[src/sv/ebca_pkg.sv]
// ---------------------------------------------------------------------------
// ebca_pkg: shared types and codes of the 8-bit CPU ALU
// Operation codes and the packed input and result beat types.
// ---------------------------------------------------------------------------
package ebca_pkg;

  localparam logic [4:0] OP_ADD  = 5'd0;
  localparam logic [4:0] OP_ADC  = 5'd1;
  localparam logic [4:0] OP_SUB  = 5'd2;
  localparam logic [4:0] OP_SBC  = 5'd3;
  localparam logic [4:0] OP_AND  = 5'd4;
  localparam logic [4:0] OP_XOR  = 5'd5;
  localparam logic [4:0] OP_OR   = 5'd6;
  localparam logic [4:0] OP_CP   = 5'd7;
  localparam logic [4:0] OP_INC  = 5'd8;
  localparam logic [4:0] OP_DEC  = 5'd9;
  localparam logic [4:0] OP_RLCA = 5'd10;
  localparam logic [4:0] OP_RRCA = 5'd11;
  localparam logic [4:0] OP_RLA  = 5'd12;
  localparam logic [4:0] OP_RRA  = 5'd13;
  localparam logic [4:0] OP_DAA  = 5'd14;
  localparam logic [4:0] OP_CPL  = 5'd15;
  localparam logic [4:0] OP_SCF  = 5'd16;
  localparam logic [4:0] OP_CCF  = 5'd17;
  localparam logic [4:0] OP_RLC  = 5'd18;
  localparam logic [4:0] OP_RRC  = 5'd19;
  localparam logic [4:0] OP_RL   = 5'd20;
  localparam logic [4:0] OP_RR   = 5'd21;
  localparam logic [4:0] OP_SLA  = 5'd22;
  localparam logic [4:0] OP_SRA  = 5'd23;
  localparam logic [4:0] OP_SWAP = 5'd24;
  localparam logic [4:0] OP_SRL  = 5'd25;
  localparam logic [4:0] OP_BIT  = 5'd26;
  localparam logic [4:0] OP_RES  = 5'd27;
  localparam logic [4:0] OP_SET  = 5'd28;

  localparam logic [7:0] DAA_HI_ADJ = 8'h60;
  localparam logic [7:0] DAA_LO_ADJ = 8'h06;
  localparam logic [7:0] DAA_HI_MAX = 8'h99;
  localparam logic [3:0] DAA_LO_MAX = 4'h9;

  typedef struct packed {
    logic [4:0] operation;
    logic [7:0] first_operand;
    logic [7:0] second_operand;
    logic [2:0] bit_index;
    logic       zero_in;
    logic       subtract_in;
    logic       half_in;
    logic       carry_in;
  } in_t;

  typedef struct packed {
    logic [7:0] result;
    logic       write_result;
    logic       zero_out;
    logic       subtract_out;
    logic       half_out;
    logic       carry_out;
  } out_t;

endpackage

[src/sv/eight_bit_cpu_alu_with_flags.sv]
// ---------------------------------------------------------------------------
// eight_bit_cpu_alu_with_flags: 8-bit CPU ALU with flags
// Arithmetic, logic, rotate, shift, decimal adjust, carry flag and bit operations.
// ---------------------------------------------------------------------------
// Usage:
//   An input beat is taken on the rising edge where start is high and busy
//   is low. busy is held low, so a beat may be issued in every cycle.
//   The beat is captured in an input register, the operation is evaluated
//   by one pass of combinational logic, and the outcome is captured in a
//   result register.
//   The result leaves from the result register: out_valid is high for
//   exactly one cycle, with out_data holding the result byte, its write
//   enable and the four new flags.
//   Throughput is one beat per cycle, limited only by the single ALU pass
//   between the two registers.
//   The receiver cannot stall; each result beat is taken in its cycle.
//   A synchronous reset clears both valid flags, so no result beat appears
//   for beats in flight at reset.
// ---------------------------------------------------------------------------
module eight_bit_cpu_alu_with_flags
  import ebca_pkg::*;
(
  input  logic clk,
  input  logic rst_n,
  input  logic start,
  output logic busy,
  input  in_t  in_data,
  output logic out_valid,
  output out_t out_data
);

  logic in_valid_r, in_valid_nxt;
  in_t  in_r;
  logic out_valid_r;
  out_t out_r, out_nxt;

  assign busy         = 1'b0;
  assign in_valid_nxt = start && !busy;

  always_ff @(posedge clk) begin
    if (!rst_n) begin
      in_valid_r  <= 1'b0;
      out_valid_r <= 1'b0;
    end else begin
      in_valid_r  <= in_valid_nxt;
      out_valid_r <= in_valid_r;
    end
  end

  always_ff @(posedge clk) begin
    if (in_valid_nxt) begin
      in_r <= in_data;
    end
    out_r <= out_nxt;
  end

  always_comb begin
    logic [7:0] a;
    logic [7:0] b;
    logic       t;
    logic [8:0] sum9;
    logic [4:0] sum5;
    logic [8:0] dif9;
    logic [4:0] dif5;
    logic [7:0] r;
    logic       wr;
    logic       setz;
    logic       z;
    logic       n;
    logic       h;
    logic       c;
    logic [7:0] mask;
    a    = in_r.first_operand;
    b    = in_r.second_operand;
    t    = (in_r.operation == OP_ADC || in_r.operation == OP_SBC) ? in_r.carry_in : 1'b0;
    sum9 = {1'b0, a} + {1'b0, b} + {8'd0, t};
    sum5 = {1'b0, a[3:0]} + {1'b0, b[3:0]} + {4'd0, t};
    dif9 = {1'b0, a} - {1'b0, b} - {8'd0, t};
    dif5 = {1'b0, a[3:0]} - {1'b0, b[3:0]} - {4'd0, t};
    mask = 8'h01 << in_r.bit_index;
    r    = a;
    wr   = 1'b1;
    setz = 1'b1;
    z    = in_r.zero_in;
    n    = in_r.subtract_in;
    h    = in_r.half_in;
    c    = in_r.carry_in;
    unique case (in_r.operation) inside
      OP_ADD, OP_ADC: begin
        r = sum9[7:0];
        n = 1'b0;
        h = sum5[4];
        c = sum9[8];
      end
      OP_SUB, OP_SBC: begin
        r = dif9[7:0];
        n = 1'b1;
        h = dif5[4];
        c = dif9[8];
      end
      OP_CP: begin
        z    = (dif9[7:0] == 8'd0);
        setz = 1'b0;
        wr   = 1'b0;
        n    = 1'b1;
        h    = dif5[4];
        c    = dif9[8];
      end
      OP_AND: begin
        r = a & b;
        n = 1'b0;
        h = 1'b1;
        c = 1'b0;
      end
      OP_XOR: begin
        r = a ^ b;
        n = 1'b0;
        h = 1'b0;
        c = 1'b0;
      end
      OP_OR: begin
        r = a | b;
        n = 1'b0;
        h = 1'b0;
        c = 1'b0;
      end
      OP_INC: begin
        r = a + 8'd1;
        n = 1'b0;
        h = (a[3:0] == 4'hf);
      end
      OP_DEC: begin
        r = a - 8'd1;
        n = 1'b1;
        h = (a[3:0] == 4'h0);
      end
      OP_RLCA, OP_RLC: begin
        r = {a[6:0], a[7]};
        c = a[7];
        n = 1'b0;
        h = 1'b0;
      end
      OP_RRCA, OP_RRC: begin
        r = {a[0], a[7:1]};
        c = a[0];
        n = 1'b0;
        h = 1'b0;
      end
      OP_RLA, OP_RL: begin
        r = {a[6:0], in_r.carry_in};
        c = a[7];
        n = 1'b0;
        h = 1'b0;
      end
      OP_RRA, OP_RR: begin
        r = {in_r.carry_in, a[7:1]};
        c = a[0];
        n = 1'b0;
        h = 1'b0;
      end
      OP_DAA: begin
        if (in_r.subtract_in) begin
          r = a - (in_r.carry_in ? DAA_HI_ADJ : 8'd0) - (in_r.half_in ? DAA_LO_ADJ : 8'd0);
        end else begin
          if (in_r.carry_in || a > DAA_HI_MAX) begin
            c = 1'b1;
          end
          r = a + ((in_r.carry_in || a > DAA_HI_MAX) ? DAA_HI_ADJ : 8'd0)
                + ((in_r.half_in || a[3:0] > DAA_LO_MAX) ? DAA_LO_ADJ : 8'd0);
        end
        h = 1'b0;
      end
      OP_CPL: begin
        r    = ~a;
        n    = 1'b1;
        h    = 1'b1;
        setz = 1'b0;
      end
      OP_SCF, OP_CCF: begin
        c    = (in_r.operation == OP_SCF) ? 1'b1 : !in_r.carry_in;
        n    = 1'b0;
        h    = 1'b0;
        wr   = 1'b0;
        setz = 1'b0;
      end
      OP_SLA: begin
        r = {a[6:0], 1'b0};
        c = a[7];
        n = 1'b0;
        h = 1'b0;
      end
      OP_SRA: begin
        r = {a[7], a[7:1]};
        c = a[0];
        n = 1'b0;
        h = 1'b0;
      end
      OP_SWAP: begin
        r = {a[3:0], a[7:4]};
        c = 1'b0;
        n = 1'b0;
        h = 1'b0;
      end
      OP_SRL: begin
        r = {1'b0, a[7:1]};
        c = a[0];
        n = 1'b0;
        h = 1'b0;
      end
      OP_BIT: begin
        z    = !a[in_r.bit_index];
        n    = 1'b0;
        h    = 1'b1;
        wr   = 1'b0;
        setz = 1'b0;
      end
      OP_RES: begin
        r    = a & ~mask;
        setz = 1'b0;
      end
      OP_SET: begin
        r    = a | mask;
        setz = 1'b0;
      end
      default: begin
        wr   = 1'b0;
        setz = 1'b0;
      end
    endcase
    if (setz) begin
      z = (r == 8'd0);
    end
    if (in_r.operation == OP_RLCA || in_r.operation == OP_RRCA ||
        in_r.operation == OP_RLA || in_r.operation == OP_RRA) begin
      z = 1'b0;
    end
    out_nxt.result       = r;
    out_nxt.write_result = wr;
    out_nxt.zero_out     = z;
    out_nxt.subtract_out = n;
    out_nxt.half_out     = h;
    out_nxt.carry_out    = c;
  end

  assign out_valid = out_valid_r;
  assign out_data  = out_r;

  a_latency: assert property (@(posedge clk) disable iff (!rst_n)
    start |-> ##2 out_valid)
    else $error("Accepted beat did not produce a result two cycles later.");

  a_no_write_keeps: assert property (@(posedge clk) disable iff (!rst_n)
    (out_valid_r && !out_r.write_result) |-> out_r.result == $past(in_r.first_operand))
    else $error("Result without write enable differs from the first operand.");

  a_rotate_zero: assert property (@(posedge clk) disable iff (!rst_n)
    (in_valid_r && (in_r.operation == OP_RLCA || in_r.operation == OP_RRCA ||
                    in_r.operation == OP_RLA || in_r.operation == OP_RRA))
    |=> (out_valid && !out_data.zero_out))
    else $error("Accumulator rotate left the zero flag set.");

endmodule
[config.mk]
export PLATFORM = sky130hd
export DESIGN_NAME = eight_bit_cpu_alu_with_flags
export DESIGN_NICKNAME = d
export VERILOG_FILES = /design/src/sv/ebca_pkg.sv /design/src/sv/eight_bit_cpu_alu_with_flags.sv
export SDC_FILE = /design/constraint.sdc
export NUM_CORES = 1
export LEC_CHECK = 0
export ABC_AREA = 1
export BUFFER_PORTS_ARGS = -buffer_cell sky130_fd_sc_hd__buf_2
export CAP_MARGIN = 0
export CORE_MARGIN = 2
export CORE_UTILIZATION = 43
export CTS_BUF_LIST = sky130_fd_sc_hd__clkbuf_8
export DETAILED_ROUTE_END_ITERATION = 6
export GPL_TIMING_DRIVEN = 0
export PLACE_DENSITY = 0.71
export SYNTH_ARGS = -nofsm -noshare
export SYNTH_HDL_FRONTEND = slang
export SYNTH_SLANG_ARGS = --single-unit
[constraint.sdc]
create_clock -name clk -period 6.5 [get_ports clk]
set_input_delay 0.65 -clock clk [delete_from_list [all_inputs] [get_ports clk]]
set_output_delay 0.65 -clock clk [all_outputs]
set_load 0.01 [all_outputs]
* Yosys cells after proc, flatten, opt, wreduce, memory -nomap -nowiden
Index checks and enable logic that the tools add are counted.
Storage, ports and cells: input bits 31, output and inout bits 15, memories 0, bits in registers 43, memory bits (read-only) 0, word-level logic and storage cells 118, memory bits (writable) 0, latch bits 0
Operators by class: $lt $le $gt $ge 3, $mul 0, mux-type cells 19, shifts and indexed selects 1, bitwise operators 7, add/subtract/negate cells 14, div/mod/pow operators 0, reductions and logical operators 29, equality and inequality tests 29
Operators with widths (count):
- $pmux 8 s19 | 1
- $eq 5x5->1 const B | 13
- $eq 5x4->1 const B | 8
- $reduce_or 25->1 | 1
- $reduce_or 22->1 | 1
- $reduce_or 21->1 | 1
- $eq 5x3->1 const B | 4
- $reduce_or 17->1 | 1
- $and 8x8->8 | 2
- $logic_not 8->1 | 2
- $not 8->8 | 2
- $or 8x8->8 | 2
- $mux 7 | 2
- $reduce_or 2->1 | 7
- $eq 5x2->1 const B | 2
- $reduce_or 5->1 | 2
- $add 8x8->9 | 1
- $add 9x1->9 | 1
- $sub 8x8->9 | 1
- $sub 9x1->9 | 1
- $add 8x1->8 const B | 1
- $add 8x3->8 | 1
- $add 8x7->8 | 1
- $gt 8x8->1 const B | 1
- other kinds (27) | 43

* Logic depth before layout (Yosys ltp)
word-level depth 9, mapped depth 22, mapped depth without buffers 20

* Least setup slack after synthesis
Ideal clock, no wire load.
path type register to register, start register in_r[16] (netlist bit), end register out_r (netlist bit out_data[3]), data required time 6.430 ns, library setup time 0.070 ns, period minus slack after synthesis 3.276 ns, buffers on the path 1, path slack 3.224 ns, arrival 3.206 ns, cell stages (with the launch flop) 19, cell sequence edfxtp_1 -> clkbuf_1 -> clkinv_1 -> ha_1 -> o31ai_1 -> or2_2 -> ha_1 -> fa_1 -> nor2_1 -> nor2_1 -> nand2_1 -> nand3_1 -> nor2_1 -> nand2_1 -> nor2_1 -> nand3_1 -> nor3_2 -> nand2_1 -> a21oi_1
On the way: cells in the longest elaborated chain, start to end 9, elaborated cells on any way between the ends 31, those cells by class add/sub (10); order compare (2); mux (8); bitwise (6); reduce/logical (5)
RTL lines:
- start, declared | line eight_bit_cpu_alu_with_flags.sv:33 | in_t in_r;
- start signal, assigned | line eight_bit_cpu_alu_with_flags.sv:52 | in_r <= in_data;
- $gt 8x8->1 | line eight_bit_cpu_alu_with_flags.sv:168 | r = a + ((in_r.carry_in || a > DAA_HI_MAX) ? DAA_HI_ADJ : 8'd0)
- $logic_or 1x1->1 | line eight_bit_cpu_alu_with_flags.sv:168
- $mux 7 | line eight_bit_cpu_alu_with_flags.sv:168
- $add 8x7->8 | line eight_bit_cpu_alu_with_flags.sv:168
- $add 8x3->8 | line eight_bit_cpu_alu_with_flags.sv:169 | + ((in_r.half_in || a[3:0] > DAA_LO_MAX) ? DAA_LO_ADJ : 8'd0);
- $mux 8 | line eight_bit_cpu_alu_with_flags.sv:162 | if (in_r.subtract_in) begin
- $pmux 8 s19 | line eight_bit_cpu_alu_with_flags.sv:88 | unique case (in_r.operation) inside
- $logic_not 8->1 | line eight_bit_cpu_alu_with_flags.sv:231 | z = (r == 8'd0);
- $mux 1 (*) | line eight_bit_cpu_alu_with_flags.sv:230 | if (setz) begin
- end signal, assigned | line eight_bit_cpu_alu_with_flags.sv:54 | out_r <= out_nxt;
- end, declared | line eight_bit_cpu_alu_with_flags.sv:35 | out_t out_r, out_nxt;
Every way passes the cells marked *; elsewhere a longest branch is shown, timed or not. The select of a mux whose other input is x is not followed. A chain may end at the register's enable or synchronous reset.

* Final worst setup path
Same ends and word-level chain as after synthesis.

==> implementation parameters <==
Parameter                              Value

Placement
  GP Congestion    1.05
  Placement Setup Slack    2040 ps
  Post-detailed-placement half-perimeter wirelength    13800 µm
  Cell total after placement    1003
  # port buffers    44

STA
  Fin crit share    71.2%
  Transition at the pin with the smallest max-transition slack    840 ps
  Fmax    216 MHz
  Final max-slew violation count    0
  Relative slew slack    43.8%
  Setup skew after layout    7.47 ps
  RSZ-0062 raised after global routing    false
  Count of final hold-check violations    0
  Time the final worst path needs with I/O delays and setup    4630 ps
  Final TNS setup    0 ps
  Fin worst setup slack    1870 ps
  Final Setup Violations    0

Finish
  Number of standard cells in the final layout excluding fillers    1011
  Commonest cells after routing, fill and taps aside    244 x sky130_fd_sc_hd__nand2_1, 138 x sky130_fd_sc_hd__nor2_1, 84 x sky130_fd_sc_hd__nand3_1
  Most common cell after layout, fill and taps aside    sky130_fd_sc_hd__nand2_1
  Area added between synthesis and finish    9.55%
  Nets    948
  N_diodes    0
  Ratio of cells with drive above 1 in the final layout    11.3%
  Final Core Density    48.3%

Critical path
  Worst Path Arrival    4880 ps
  Capturing element of the worst setup path    out_data[3]
  Critical path fanouts, max    11
  CP required    6750 ps
  Sort of element at the start of the critical path    flop
  Reg2Reg Launch Point    in_r[16]
  Category of the critical setup timing path    reg -> reg
  Flop2flop setup slack    1870 ps
  Critical Path Source    in_r[16]
  Number of cells on the worst reg-to-reg path    19
  End of the worst register-to-register path    out_data[3]
  Sort of element at the end of the critical path    flop

Synthesis
  Number of register bits inferred by synthesis    43
  Top cell type's share of synthesized area    18.1%
  Simple logic cell fraction of the synthesized area    46.4%
  Average cell area after synthesis    6.20 µm²
  Main combinational cell family by area after synthesis    simple AND/OR/NAND/NOR gates
  Portion of netlist area occupied by mux cells    0%
  Share of the synthesized area in compound gates (AO/OA/AOI/OAI)    7.45%
  Parity-gate share of the synthesized area counting xor and xnor cells    1.21%
  Part of the Yosys area used for sequential elements    22.6%
  Synth top area cells    sky130_fd_sc_hd__nand2_1 18%, sky130_fd_sc_hd__edfxtp_1 17%, sky130_fd_sc_hd__ha_1 11%
  Post-synth cell types    44
  Largest area contributor in the netlist    sky130_fd_sc_hd__nand2_1
  Arithmetic-cell share of the synthesized area counting full adders, half adders and majority gates    13.3%
  Instance count of the mapped netlist    816
  Yosys warning count    0
  Synthesized net count    897
  Combined area of all synthesized cells    5060 µm²

Detailed routing
  Routed wirelength normalized by instance count    17.6 µm
  ANT nets after route    0
  Via count normalized by instance count    5.62
  Number of design-rule violations left by the first detailed-router iteration    614
  Count of vias placed by the detailed router    5686
  DRC    0
  First-pass detailed-route iteration total    5
  Total wire length after detailed routing    17700 µm

Global routing
  Vias in the first global route    5054
  First-pass GRT wire length    27500 µm
  GRT overflow    0
  Largest net degree at the start of global routing    30
  Antenna violations before repair    0
  Global Route Usage Sum    28.2%

Floorplanning
  Floorplan Core Area    11500 µm²
  Total Die Area    12600 µm²
  Starting density of the core    44.1%
  Height of the chip    112 µm
  FP Rows    39
  Num ports    46
  Die width    112 µm

Clock tree
  Clock slew seen by the registers of the worst setup and hold paths    80 ps
  CTS root buf    sky130_fd_sc_hd__clkbuf_8
  H-tree depth reported by CTS    2
  Clock Sinks    43
  CTS tree    built
  Number of buffers on the longest clock path    2
  Post-CTS sizing    0
  Hold buffer count at CTS    0
  Number of clock buffers inserted by TritonCTS    5
  Insertion delay of the later-clocked pin in the worst-skew pair    310 ps
  Post CTS Setup Buffer Count    0

Power
  Leak    2.86 nW
  PD cells    183 nW/µm²
  Max IR drop VDD    126 µV

Status
  Run status    finished clean

Flow run
  Number of max-cap violations    0

Worst hold path
  Worst min-delay path category    reg -> reg
## registers in the layout, indices dropped and copies added (netlist names)
name / cells
out_data: 13
in_r: 28
out_valid: 1
in_valid_r: 1
## metal layers
| layer | wire (µm) | track usage (%) |
|---|---|---|
| met5 | 0 | 0 |
| met4 | 616 | 9.76 |
| met3 | 1550 | 4.75 |
| met2 | 7760 | 43.6 |
| met1 | 7820 | 40.0 |
## synthesized netlist by cell type (all sizes together)
| cell | n |
|---|---|
| o21bai | 2 |
| clkbuf | 3 |
| o21a | 1 |
| a211oi | 2 |
| o22ai | 5 |
| a2111oi | 1 |
| buf | 11 |
| a21o | 1 |
| nor3b | 1 |
| or2 | 2 |
| edfxtp | 28 |
| fa | 6 |
| dfxtp | 15 |
| inv | 91 |
| o31ai | 1 |
| o21ai | 21 |
| clkinv | 6 |
| a31oi | 1 |
| nor3 | 11 |
| xor2 | 3 |
| o41ai | 1 |
| nand4 | 24 |
| conb | 1 |
| nor4 | 1 |
| o211ai | 2 |
| ha | 44 |
| nand3b | 8 |
| nand3 | 90 |
| o2111ai | 1 |
| nand2 | 253 |
| nor2 | 147 |
| xnor2 | 4 |
| a21oi | 28 |
## power by group
group / internal (mW) / total, mW / switching, mW / leakage (nW)
combinational: 0.162 / 0.481 / 0.319 / 2.42
sequential: 0.331 / 0.364 / 0.0331 / 0.400
clock: 0.0730 / 0.170 / 0.0972 / 0.0392
total: 0.566 / 1.02 / 0.449 / 2.86
## critical path: stages, from the launching register on
cell,delay [ps]
sky130_fd_sc_hd__edfxtp_1,750
sky130_fd_sc_hd__clkbuf_1,500
sky130_fd_sc_hd__clkinv_1,620
sky130_fd_sc_hd__ha_1,390
sky130_fd_sc_hd__o31ai_1,270
sky130_fd_sc_hd__a211oi_1,110
sky130_fd_sc_hd__o21ai_0,420
sky130_fd_sc_hd__ha_1,350
sky130_fd_sc_hd__o21bai_1,150
sky130_fd_sc_hd__o21ai_0,80
sky130_fd_sc_hd__a21oi_1,80
sky130_fd_sc_hd__nand2_1,110
sky130_fd_sc_hd__nand2_1,70
sky130_fd_sc_hd__nor2_1,110
sky130_fd_sc_hd__nand3_1,100
sky130_fd_sc_hd__nand2_1,110
sky130_fd_sc_hd__nand2_1,60
sky130_fd_sc_hd__nor2_1,90
sky130_fd_sc_hd__nand2_1,80
sky130_fd_sc_hd__a21oi_1,130
## metrics by stage
stage,total power [mW],hold slack (ps),instance area [µm²]
2_1_floorplan,0.693,386,5060
3_3_place_gp,0.837,402,5460
3_5_place_dp,0.839,400,5460
4_1_cts,1.01,417,5540
5_1_grt,1.09,444,5540
6_report,1.02,413,5540
## logic make-up after synthesis
group / Yosys count
AND/OR/NAND/NOR: 537
buffers and inverters: 111
AO/OA/AOI/OAI: 67
adder cells (fa/ha/maj): 50
flip-flops: 43
XOR/XNOR: 7
other: 1
## worst min-delay path by stage
stage | startpoint | to | slack [ps] | depth (start not counted)
2_1_floorplan | in_valid_r | out_valid | 390 | 2
3_3_place_gp | in_valid_r | out_valid | 400 | 2
3_5_place_dp | in_valid_r | out_valid | 400 | 2
4_1_cts | in_valid_r | out_valid | 420 | 2
5_1_grt | in_valid_r | out_valid | 440 | 2
6_report | in_valid_r | out_valid | 410 | 2
## cell type report
type / count / area [µm²]
multi-input cells: 662 / 3460
clock inverters: 3 / 15.0
well taps: 143 / 179
inverters: 97 / 367
fillers: 1206 / 5930
repair buffers: 44 / 220
plain buffers: 14 / 90.1
flip-flops and latches: 43 / 1140
clock buffers: 5 / 68.8
Power figures use the tool's default switching activity.
